**src/rtl/utf8_regex_pattern_lexer_defines.svh**
```systemverilog
// Assertion macros for the UTF-8 regex pattern lexer.
`ifndef UTF8_REGEX_PATTERN_LEXER_DEFINES_SVH
`define UTF8_REGEX_PATTERN_LEXER_DEFINES_SVH

// Same-cycle implication, sampled on clk, off during reset.
`define U8LEX_ASSERT_IMPL(name, ante, cons) \
	name: assert property (@(posedge clk) disable iff (!arst_n) (ante) |-> (cons)) \
		else $error("u8lex: same-cycle check failed");

// Next-cycle implication, sampled on clk, off during reset.
`define U8LEX_ASSERT_NEXT(name, ante, cons) \
	name: assert property (@(posedge clk) disable iff (!arst_n) (ante) |=> (cons)) \
		else $error("u8lex: next-cycle check failed");

`endif

```
**src/rtl/u8lex_pkg.sv**
```systemverilog
// Types, constants and helpers shared by the UTF-8 regex pattern lexer.
`default_nettype none

package u8lex_pkg;

	localparam int unsigned MaxResults = 3;

	typedef enum logic [1:0] {
		LM_IDLE  = 2'd0,
		LM_ESC   = 2'd1,
		LM_ESC_C = 2'd2,
		LM_HEX   = 2'd3
	} lex_mode_t;

	typedef enum logic [1:0] {
		TK_CHAR  = 2'd0,
		TK_CTRL  = 2'd1,
		TK_CLASS = 2'd2,
		TK_END   = 2'd3
	} token_kind_t;

	typedef struct packed {
		lex_mode_t   mode;
		logic [30:0] code_acc;
		logic [2:0]  rem;
		logic [31:0] hex_acc;
		logic        disc;
	} lex_state_t;

	typedef struct packed {
		token_kind_t kind;
		logic [31:0] value;
		logic        status;
		logic        last;
	} token_t;

	localparam lex_state_t StateReset = '{
		mode:     LM_IDLE,
		code_acc: 31'd0,
		rem:      3'd0,
		hex_acc:  32'd0,
		disc:     1'b0
	};

	function automatic token_t mk_tok(token_kind_t kind, logic [31:0] value, logic status);
		token_t t;
		t.kind   = kind;
		t.value  = value;
		t.status = status;
		t.last   = 1'b0;
		return t;
	endfunction

endpackage

`default_nettype wire

```
**src/rtl/u8lex_byte_if.sv**
```systemverilog
// Channel carrying pattern bytes into the lexer.
`default_nettype none

interface u8lex_byte_if;
	logic       valid;
	logic       ready;
	logic [7:0] pattern_byte;
	logic       final_byte;

	modport source (output valid, output pattern_byte, output final_byte, input ready);
	modport sink (input valid, input pattern_byte, input final_byte, output ready);
endinterface

`default_nettype wire

```
**src/rtl/u8lex_token_if.sv**
```systemverilog
// Channel carrying lexer tokens out of the lexer.
`default_nettype none

interface u8lex_token_if;
	logic        valid;
	logic        ready;
	logic [1:0]  token_kind;
	logic [31:0] token_value;
	logic        status;
	logic        last_of_run;

	modport source (output valid, output token_kind, output token_value, output status,
		output last_of_run, input ready);
	modport sink (input valid, input token_kind, input token_value, input status,
		input last_of_run, output ready);
endinterface

`default_nettype wire

```
**src/rtl/utf8_regex_pattern_lexer.sv**
```systemverilog
// UTF-8 regex pattern lexer: top level with lexer state and token buffer.
//
// Usage:
//   pattern: one raw UTF-8 byte per transaction; final_byte marks the last
//            byte of a pattern.
//   token:   token transactions (kind, value, status, last_of_run). Every
//            byte gives zero to three tokens; the last token of a byte has
//            last_of_run set, and a final byte always ends with an end token
//            whose status flags corrupt UTF-8.
// Output: the first token of a byte appears the cycle after it is taken.
// Throughput: one byte per cycle while each byte gives at most one token
//   and the sink holds ready high; the three-entry token buffer drains one
//   token a cycle while ready is high and takes the next byte in the cycle
//   its last token leaves.
// Reset: arst_n clears the lexer state and empties the token buffer; the
//   block can take a byte as soon as reset is released.
// Stall: while the sink holds ready low the buffered tokens stay put and
//   pattern ready stays low whenever any token is waiting.
`default_nettype none

module utf8_regex_pattern_lexer (
	input  var logic      clk,
	input  var logic      arst_n,
	u8lex_byte_if.sink    pattern,
	u8lex_token_if.source token
);

	`include "utf8_regex_pattern_lexer_defines.svh"

	u8lex_pkg::lex_state_t state_q;
	u8lex_pkg::lex_state_t state_nxt;
	u8lex_pkg::token_t     res_q [u8lex_pkg::MaxResults];
	u8lex_pkg::token_t     res_nxt [u8lex_pkg::MaxResults];
	logic [1:0]            cnt_q;
	logic [1:0]            res_cnt;
	logic                  push;
	logic                  pop;

	u8lex_core u_core (
		.cur          (state_q),
		.pattern_byte (pattern.pattern_byte),
		.final_byte   (pattern.final_byte),
		.nxt          (state_nxt),
		.results      (res_nxt),
		.count        (res_cnt)
	);

	assign pop           = token.valid && token.ready;
	assign pattern.ready = (cnt_q == 2'd0) || (cnt_q == 2'd1 && token.ready);
	assign push          = pattern.valid && pattern.ready;

	assign token.valid       = (cnt_q != 2'd0);
	assign token.token_kind  = res_q[0].kind;
	assign token.token_value = res_q[0].value;
	assign token.status      = res_q[0].status;
	assign token.last_of_run = res_q[0].last;

	always_ff @(posedge clk or negedge arst_n) begin
		if (!arst_n) begin
			state_q <= u8lex_pkg::StateReset;
			cnt_q   <= 2'd0;
		end else if (push) begin
			state_q <= state_nxt;
			cnt_q   <= res_cnt;
		end else if (pop) begin
			cnt_q <= cnt_q - 2'd1;
		end
	end

	always_ff @(posedge clk) begin
		if (push) begin
			res_q <= res_nxt;
		end else if (pop) begin
			res_q[0] <= res_q[1];
			res_q[1] <= res_q[2];
		end
	end

	`U8LEX_ASSERT_NEXT(a_final_resets, push && pattern.final_byte, state_q == u8lex_pkg::StateReset)
	`U8LEX_ASSERT_NEXT(a_discard_silent, push && state_q.disc && !pattern.final_byte, cnt_q == 2'd0)
	`U8LEX_ASSERT_IMPL(a_tail_is_last, cnt_q == 2'd1, res_q[0].last)

endmodule

`default_nettype wire

```
**src/rtl/u8lex_core.sv**
```systemverilog
// Next-state and token logic for one pattern byte: UTF-8 assembly and lexing.
`default_nettype none

module u8lex_core (
	input  var u8lex_pkg::lex_state_t cur,
	input  var logic [7:0]            pattern_byte,
	input  var logic                  final_byte,
	output u8lex_pkg::lex_state_t     nxt,
	output u8lex_pkg::token_t         results [u8lex_pkg::MaxResults],
	output logic [1:0]                count
);

	localparam logic [7:0] ChBslash = 8'h5c;

	function automatic logic is_meta(logic [7:0] c);
		return c == 8'h28 || c == 8'h7c || c == 8'h29 || c == 8'h5b || c == 8'h5d ||
			c == 8'h7b || c == 8'h7d || c == 8'h2c || c == 8'h3f || c == 8'h2a ||
			c == 8'h2b;
	endfunction

	logic [30:0] cp;
	logic        is_byte;
	logic [7:0]  low;
	logic        complete;
	logic        bad;
	logic        is_dec;
	logic        is_hex;
	logic [3:0]  hval;
	logic        prior_hex;
	logic        is_ctl;

	always_comb begin
		nxt       = cur;
		count     = 2'd0;
		complete  = 1'b0;
		bad       = 1'b0;
		cp        = 31'd0;
		is_byte   = 1'b0;
		low       = 8'd0;
		is_dec    = 1'b0;
		is_hex    = 1'b0;
		hval      = 4'd0;
		is_ctl    = 1'b0;
		prior_hex = (cur.mode == u8lex_pkg::LM_HEX);
		for (int i = 0; i < u8lex_pkg::MaxResults; i++) begin
			results[i] = u8lex_pkg::mk_tok(u8lex_pkg::TK_CHAR, 32'd0, 1'b0);
		end
		if (!cur.disc) begin
			if (cur.rem == 3'd0) begin
				priority if (!pattern_byte[7]) begin
					nxt.code_acc = {24'd0, pattern_byte[6:0]};
					complete = 1'b1;
				end else if (!pattern_byte[6]) begin
					bad = 1'b1;
				end else if (!pattern_byte[5]) begin
					nxt.code_acc = {26'd0, pattern_byte[4:0]};
					nxt.rem = 3'd1;
				end else if (!pattern_byte[4]) begin
					nxt.code_acc = {27'd0, pattern_byte[3:0]};
					nxt.rem = 3'd2;
				end else if (!pattern_byte[3]) begin
					nxt.code_acc = {28'd0, pattern_byte[2:0]};
					nxt.rem = 3'd3;
				end else if (!pattern_byte[2]) begin
					nxt.code_acc = {29'd0, pattern_byte[1:0]};
					nxt.rem = 3'd4;
				end else if (!pattern_byte[1]) begin
					nxt.code_acc = {30'd0, pattern_byte[0]};
					nxt.rem = 3'd5;
				end else begin
					bad = 1'b1;
				end
			end else if (pattern_byte[7:6] != 2'b10) begin
				bad = 1'b1;
			end else begin
				nxt.code_acc = {cur.code_acc[24:0], pattern_byte[5:0]};
				nxt.rem = cur.rem - 3'd1;
				complete = (cur.rem == 3'd1);
			end
			cp      = nxt.code_acc;
			is_byte = (cp[30:8] == 23'd0);
			low     = cp[7:0];
			is_dec  = is_byte && low >= 8'h30 && low <= 8'h39;
			is_hex  = is_dec || (is_byte && ((low >= 8'h61 && low <= 8'h66) ||
				(low >= 8'h41 && low <= 8'h46)));
			hval    = is_dec ? low[3:0] : low[3:0] + 4'd9;
			is_ctl  = is_byte && ((low >= 8'h61 && low <= 8'h7a) ||
				(low >= 8'h41 && low <= 8'h5f));
			if (bad) begin
				nxt.disc = 1'b1;
			end
			if (complete) begin
				unique case (cur.mode)
					u8lex_pkg::LM_IDLE: begin
						if (is_byte && low == ChBslash) begin
							nxt.mode = u8lex_pkg::LM_ESC;
						end else begin
							results[count] = u8lex_pkg::mk_tok((is_byte && is_meta(low)) ?
								u8lex_pkg::TK_CTRL : u8lex_pkg::TK_CHAR, {1'b0, cp}, 1'b0);
							count = count + 2'd1;
						end
					end
					u8lex_pkg::LM_ESC: begin
						nxt.mode = u8lex_pkg::LM_IDLE;
						unique case ({!is_byte, low})
							9'h063: nxt.mode = u8lex_pkg::LM_ESC_C;
							9'h078, 9'h075: begin
								nxt.mode = u8lex_pkg::LM_HEX;
								nxt.hex_acc = 32'd0;
							end
							9'h064: begin
								results[count] = u8lex_pkg::mk_tok(u8lex_pkg::TK_CLASS, 32'd0, 1'b0);
								count = count + 2'd1;
							end
							9'h044: begin
								results[count] = u8lex_pkg::mk_tok(u8lex_pkg::TK_CLASS, 32'd1, 1'b0);
								count = count + 2'd1;
							end
							9'h066: begin
								results[count] = u8lex_pkg::mk_tok(u8lex_pkg::TK_CLASS, 32'd2, 1'b0);
								count = count + 2'd1;
							end
							9'h06e: begin
								results[count] = u8lex_pkg::mk_tok(u8lex_pkg::TK_CLASS, 32'd3, 1'b0);
								count = count + 2'd1;
							end
							9'h072: begin
								results[count] = u8lex_pkg::mk_tok(u8lex_pkg::TK_CLASS, 32'd4, 1'b0);
								count = count + 2'd1;
							end
							9'h073: begin
								results[count] = u8lex_pkg::mk_tok(u8lex_pkg::TK_CLASS, 32'd5, 1'b0);
								count = count + 2'd1;
							end
							9'h053: begin
								results[count] = u8lex_pkg::mk_tok(u8lex_pkg::TK_CLASS, 32'd6, 1'b0);
								count = count + 2'd1;
							end
							9'h074: begin
								results[count] = u8lex_pkg::mk_tok(u8lex_pkg::TK_CLASS, 32'd7, 1'b0);
								count = count + 2'd1;
							end
							9'h076: begin
								results[count] = u8lex_pkg::mk_tok(u8lex_pkg::TK_CLASS, 32'd8, 1'b0);
								count = count + 2'd1;
							end
							9'h077: begin
								results[count] = u8lex_pkg::mk_tok(u8lex_pkg::TK_CLASS, 32'd9, 1'b0);
								count = count + 2'd1;
							end
							9'h057: begin
								results[count] = u8lex_pkg::mk_tok(u8lex_pkg::TK_CLASS, 32'd10, 1'b0);
								count = count + 2'd1;
							end
							default: begin
								results[count] = u8lex_pkg::mk_tok(u8lex_pkg::TK_CHAR, {1'b0, cp}, 1'b0);
								count = count + 2'd1;
							end
						endcase
					end
					u8lex_pkg::LM_ESC_C: begin
						results[count] = u8lex_pkg::mk_tok(u8lex_pkg::TK_CHAR,
							is_ctl ? {27'd0, low[4:0]} : {1'b0, cp}, 1'b0);
						count = count + 2'd1;
						nxt.mode = u8lex_pkg::LM_IDLE;
					end
					u8lex_pkg::LM_HEX: begin
						if (is_hex) begin
							nxt.hex_acc = {cur.hex_acc[27:0], hval};
						end else begin
							results[count] = u8lex_pkg::mk_tok(u8lex_pkg::TK_CHAR, cur.hex_acc, 1'b0);
							count = count + 2'd1;
							nxt.mode = u8lex_pkg::LM_IDLE;
							if (is_byte && low == ChBslash) begin
								nxt.mode = u8lex_pkg::LM_ESC;
							end else begin
								results[count] = u8lex_pkg::mk_tok((is_byte && is_meta(low)) ?
									u8lex_pkg::TK_CTRL : u8lex_pkg::TK_CHAR, {1'b0, cp}, 1'b0);
								count = count + 2'd1;
							end
						end
					end
					default: nxt.mode = u8lex_pkg::LM_IDLE;
				endcase
				if (final_byte && prior_hex && nxt.mode == u8lex_pkg::LM_HEX) begin
					results[count] = u8lex_pkg::mk_tok(u8lex_pkg::TK_CHAR, nxt.hex_acc, 1'b0);
					count = count + 2'd1;
					nxt.mode = u8lex_pkg::LM_IDLE;
				end
			end
			if (final_byte && !nxt.disc && nxt.rem != 3'd0) begin
				nxt.disc = 1'b1;
			end
		end
		if (final_byte) begin
			results[count] = u8lex_pkg::mk_tok(u8lex_pkg::TK_END, 32'd0, nxt.disc);
			count = count + 2'd1;
			nxt = u8lex_pkg::StateReset;
		end
		if (count != 2'd0) begin
			results[count - 2'd1].last = 1'b1;
		end
	end

endmodule

`default_nettype wire

```
**src/flat_wrapper.sv**
```systemverilog
// flat-port wrapper written by rule: the top's interface ports become plain ports
module utf8_regex_pattern_lexer_flat 
  (clk, arst_n, pattern_valid, pattern_pattern_byte, pattern_final_byte, pattern_ready, token_valid, token_token_kind, token_token_value, token_status, token_last_of_run, token_ready);
  u8lex_byte_if pattern_i ();
  u8lex_token_if token_i ();
  input  var logic clk;
  input  var logic arst_n;
  input wire logic [$bits(pattern_i.valid)-1:0] pattern_valid;
  input wire logic [$bits(pattern_i.pattern_byte)-1:0] pattern_pattern_byte;
  input wire logic [$bits(pattern_i.final_byte)-1:0] pattern_final_byte;
  output wire logic [$bits(pattern_i.ready)-1:0] pattern_ready;
  output wire logic [$bits(token_i.valid)-1:0] token_valid;
  output wire logic [$bits(token_i.token_kind)-1:0] token_token_kind;
  output wire logic [$bits(token_i.token_value)-1:0] token_token_value;
  output wire logic [$bits(token_i.status)-1:0] token_status;
  output wire logic [$bits(token_i.last_of_run)-1:0] token_last_of_run;
  input wire logic [$bits(token_i.ready)-1:0] token_ready;
  assign pattern_i.valid = pattern_valid;
  assign pattern_i.pattern_byte = pattern_pattern_byte;
  assign pattern_i.final_byte = pattern_final_byte;
  assign pattern_ready = pattern_i.ready;
  assign token_valid = token_i.valid;
  assign token_token_kind = token_i.token_kind;
  assign token_token_value = token_i.token_value;
  assign token_status = token_i.status;
  assign token_last_of_run = token_i.last_of_run;
  assign token_i.ready = token_ready;
  utf8_regex_pattern_lexer u_core (.clk(clk), .arst_n(arst_n), .pattern(pattern_i), .token(token_i));
endmodule
```
**config.mk**
```make
export PLATFORM = sky130hd
export DESIGN_NAME = utf8_regex_pattern_lexer_flat
export DESIGN_NICKNAME = d
export VERILOG_FILES = /design/src/rtl/u8lex_pkg.sv /design/src/rtl/u8lex_byte_if.sv /design/src/rtl/u8lex_token_if.sv /design/src/rtl/utf8_regex_pattern_lexer.sv /design/src/rtl/u8lex_core.sv /design/src/flat_wrapper.sv
export VERILOG_INCLUDE_DIRS = /design/src /design/src/rtl
export SDC_FILE = /design/constraint.sdc
export NUM_CORES = 1
export LEC_CHECK = 0
export BUFFER_PORTS_ARGS = -buffer_cell sky130_fd_sc_hd__buf_2
export CAP_MARGIN = 10
export CELL_PAD_IN_SITES_DETAIL_PLACEMENT = 1
export CELL_PAD_IN_SITES_GLOBAL_PLACEMENT = 1
export CORE_MARGIN = 2
export CORE_UTILIZATION = 51
export CTS_BUF_LIST = sky130_fd_sc_hd__clkbuf_8
export DETAILED_ROUTE_END_ITERATION = 10
export PLACE_DENSITY = 0.95
export SLEW_MARGIN = 0
export SYNTH_ARGS = -nofsm -noshare
export SYNTH_HDL_FRONTEND = slang
export SYNTH_SLANG_ARGS = --single-unit
```
**constraint.sdc**
```tcl
create_clock -name clk -period 11.5 [get_ports clk]
set_input_delay 2.3 -clock clk [delete_from_list [all_inputs] [get_ports clk]]
set_output_delay 2.3 -clock clk [all_outputs]
set_load 0.03 [all_outputs]
```
==> results.txt <==
Setup Buffers After CTS - 0
sequential area share after synthesis - 0.461
worst hold path class - reg2reg
period utilisation layout - 0.780
DR vias - 9784
crit path max fanout - 35
required time worst endpoint - 11.80 ns
outcome - finished, final reports clean
number of remaining DRC errors - 0
GP Congestion - 0.978
hold buffers post-CTS - 0
area grow syn2layout - 4.23%
remaining global-route overflow - 0
CP Capture Type - register
CTS tree - built
final setup TNS - 0 ns
FMAX - 112 MHz
syn avg cell area - 9.30 um^2
Rows - 53
layout cells sized above 1 - 0.136
Ports - 51
Reg2Reg Depth - 24
die width - 150 um
RSZ-0062 raised after global routing - false
DIE AREA - 22400 um^2
GRT Total Usage - 0.325
Nets - 1151
Slew HR - 0.157
R2R Path Start - u_core.state_q[33]
antenna violations before repair - 0
final-report hold violation count - 0
Hold Crit Depth - 2
largest net degree at the start of global routing - 100
CTS Buf Count - 17
Lkg Pwr - 0.00418 uW
Gates resized, CTS repair - 0
CTS sink count - 178
startpoint types - input pin
Power Dens Cells - 227 nW/um^2
Initial DRT Pass Iterations - 6
Min-Delay Endpoint - u_core.res_q[37]
EDFF count, synth - 107
Synth cell types - 77
clock slew seen by the registers of the worst setup and hold paths - 0.10 ns
area of the multi-input gates - 5080 um^2
post-synthesis register bit count - 178
register area - 4990 um^2
Worst Skew - 0.0176 ns
clk_lat worst skew - 0.49 ns
Arr. time, crit path - 9.26 ns
syn_nets - 1192
sum of net half-perimeters after detailed placement - 23.7 mm
minimum clock period - 8.96 ns
die height - 150 um
vias per inst - 6.94
Max Cap Violations - 0
Max H-tree Level - 4
# fillers - 2422
Core Region - 20900 um^2
hold_sp - u_core.res_q[1]
Starting Density - 0.518
Reg2Reg Setup Slack - 3.25 ns
port bufs - 50
Avg WL per Cell - 25.5 um
Post-synth top flop - edfxtp_1
post-synthesis cell area - 10800 um^2
worst-margin pin slew - 1.26 ns
drt total wl - 36.0 mm
Iter 0 DRT Violations - 1215
vias in the first global route - 9901
Async SR Flop Fraction - 0.399
Max VDD drop - 0.132 mV
Yosys Warn Count - 0
WS Path Type - in2reg
# setup viols final - 0
diode count - 0
root buffer cell - clkbuf_8
Final Max Tran Viols - 0
antenna-violating nets left - 0
worst r2r dst - u_core.token.token_value[9]
final hold slack - 0.533 ns
first-pass GRT wire length - 56.4 mm
Clock Tree Buf Depth - 2
Mapped Cells - 1163
## Yosys cell counts (all sizes together) (5+ instances only)
library cell / count / area (um^2)
a211oi: 9 / 72.6
a21o: 6 / 45.0
a21oi: 108 / 552
a221oi: 49 / 435
a22o: 25 / 219
a22oi: 5 / 47.5
a31oi: 10 / 68.8
a32oi: 5 / 43.8
and2: 6 / 37.5
and3: 35 / 219
buf: 65 / 455
clkbuf: 60 / 225
dfrtp: 71 / 1780
edfxtp: 107 / 3210
ha: 16 / 200
inv: 26 / 97.6
mux2i: 7 / 70.1
nand2: 209 / 785
nand3: 13 / 65.1
nand3b: 5 / 37.5
nand4: 9 / 56.3
nor2: 62 / 238
nor3: 14 / 70.1
nor4: 13 / 96.3
o211ai: 36 / 405
o21ai: 108 / 548
o22ai: 6 / 37.5
o31ai: 7 / 52.6
or3: 5 / 31.3
## cell families (layout without fill, tap and decap cells)
family | Yosys count | after routing | synth area share
AOI/OAI and AO/OA | 415 | 415 | 0.273
xor gates and xnor gates | 1 | 1 | 0.000810
adders and majority gates | 16 | 16 | 0.0185
buffers and inverters | 151 | 123 | 0.0719
DFF | 178 | 178 | 0.461
muxes | 9 | 9 | 0.00856
and+or+nand+nor | 393 | 393 | 0.166
## area by class of cell
cell class / instances / area share
clock buffers: 17 / 0.0207
clock inverters: 15 / 0.0151
inverters: 26 / 0.00865
multi-input cells: 834 / 0.450
flip-flops and latches: 178 / 0.442
well taps: 275 / 0.0305
repair buffers: 65 / 0.0324
## per-layer routing
metal / up-vias / GRT usage / wire length (um)
li1: 4237 / - / -
met1: 4847 / 0.437 / 14300
met2: 594 / 0.522 / 17000
met3: 106 / 0.0759 / 3590
met4: 0 / 0.107 / 1070
met5: - / 0 / 0
## power breakdown
| part | internal, uW | switching, uW | total (uW) |
|---|---|---|---|
| clock network | 183 | 270 | 453 |
| logic | 325 | 837 | 1160 |
| registers | 874 | 71.7 | 946 |
## worst max-delay path, cell delays in order
cell      delay (ns)
buf_2           0.15
and4_1          0.32
or3_1           0.37
a21boi_1        0.16
or3_1           0.39
inv_1           0.24
ha_1            0.33
or2_2           0.31
and2_1          0.16
a221oi_1        0.55
o41ai_1         0.22
a21oi_2         0.13
buf_4           0.38
nand2_1         0.22
ha_1            0.33
o21ai_0         0.30
nand2_1         0.17
ha_1            0.26
nand2_1         0.14
nand2_1         0.18
nor2_2          0.93
o21ai_1         0.32
o31ai_1         0.32
## registers in the layout, summed over array words and instances, names as in the netlist
register / cells
u_core.token.token_value: 32
u_core.res_q: 71
u_core.token.last_of_run: 1
u_core.token.token_kind: 2
u_core.cnt_q: 2
u_core.state_q: 69
u_core.token.status: 1
## stage by stage
step | worst slack [ns] | power [uW] | instances | utilization | instance area, um^2
after floorplan | 4.13 | 1830 | 1163 | - | 10800
after global placement | 2.61 | 2040 | 1378 | 0.521 | 10900
after detailed placement | 2.28 | 2090 | 1378 | 0.521 | 10900
after CTS | 2.75 | 2530 | 1410 | 0.540 | 11300
after global routing | 2.20 | 2680 | 1410 | 0.540 | 11300
final | 2.54 | 2560 | 1410 | 0.540 | 11300
## how the worst max path moves through the flow
stage	start	end	slack [ns]
2_1_floorplan	pattern_pattern_byte[2]	u_core.token.token_value[5]	4.13
3_3_place_gp	pattern_pattern_byte[2]	u_core.token.token_value[8]	2.61
3_5_place_dp	pattern_pattern_byte[2]	u_core.token.token_value[9]	2.28
4_1_cts	pattern_pattern_byte[2]	u_core.token.token_value[9]	2.75
5_1_grt	pattern_pattern_byte[6]	u_core.token.token_value[8]	2.20
6_report	pattern_pattern_byte[2]	u_core.token.token_value[9]	2.54
## cell usage in the layout (no fill, tap or decap), types with 7 or more instances in the layout
cell      count
nand2_1     208
edfxtp_1    107
a21oi_1     105
o21ai_0      93
dfrtp_1      71
nor2_1       60
buf_2        49
a221oi_1     48
and3_1       35
o211ai_2     27
inv_1        25
a22o_1       25
clkbuf_8     17
ha_1         16
buf_4        16
nand3_1      13
nor3_1       13
nor4_1       12
o21ai_1      11
nand4_1       9
o211ai_1      9
a31oi_1       9
a211oi_1      8
mux2i_1       7
o31ai_1       7
(Power assumes the default switching activity.)
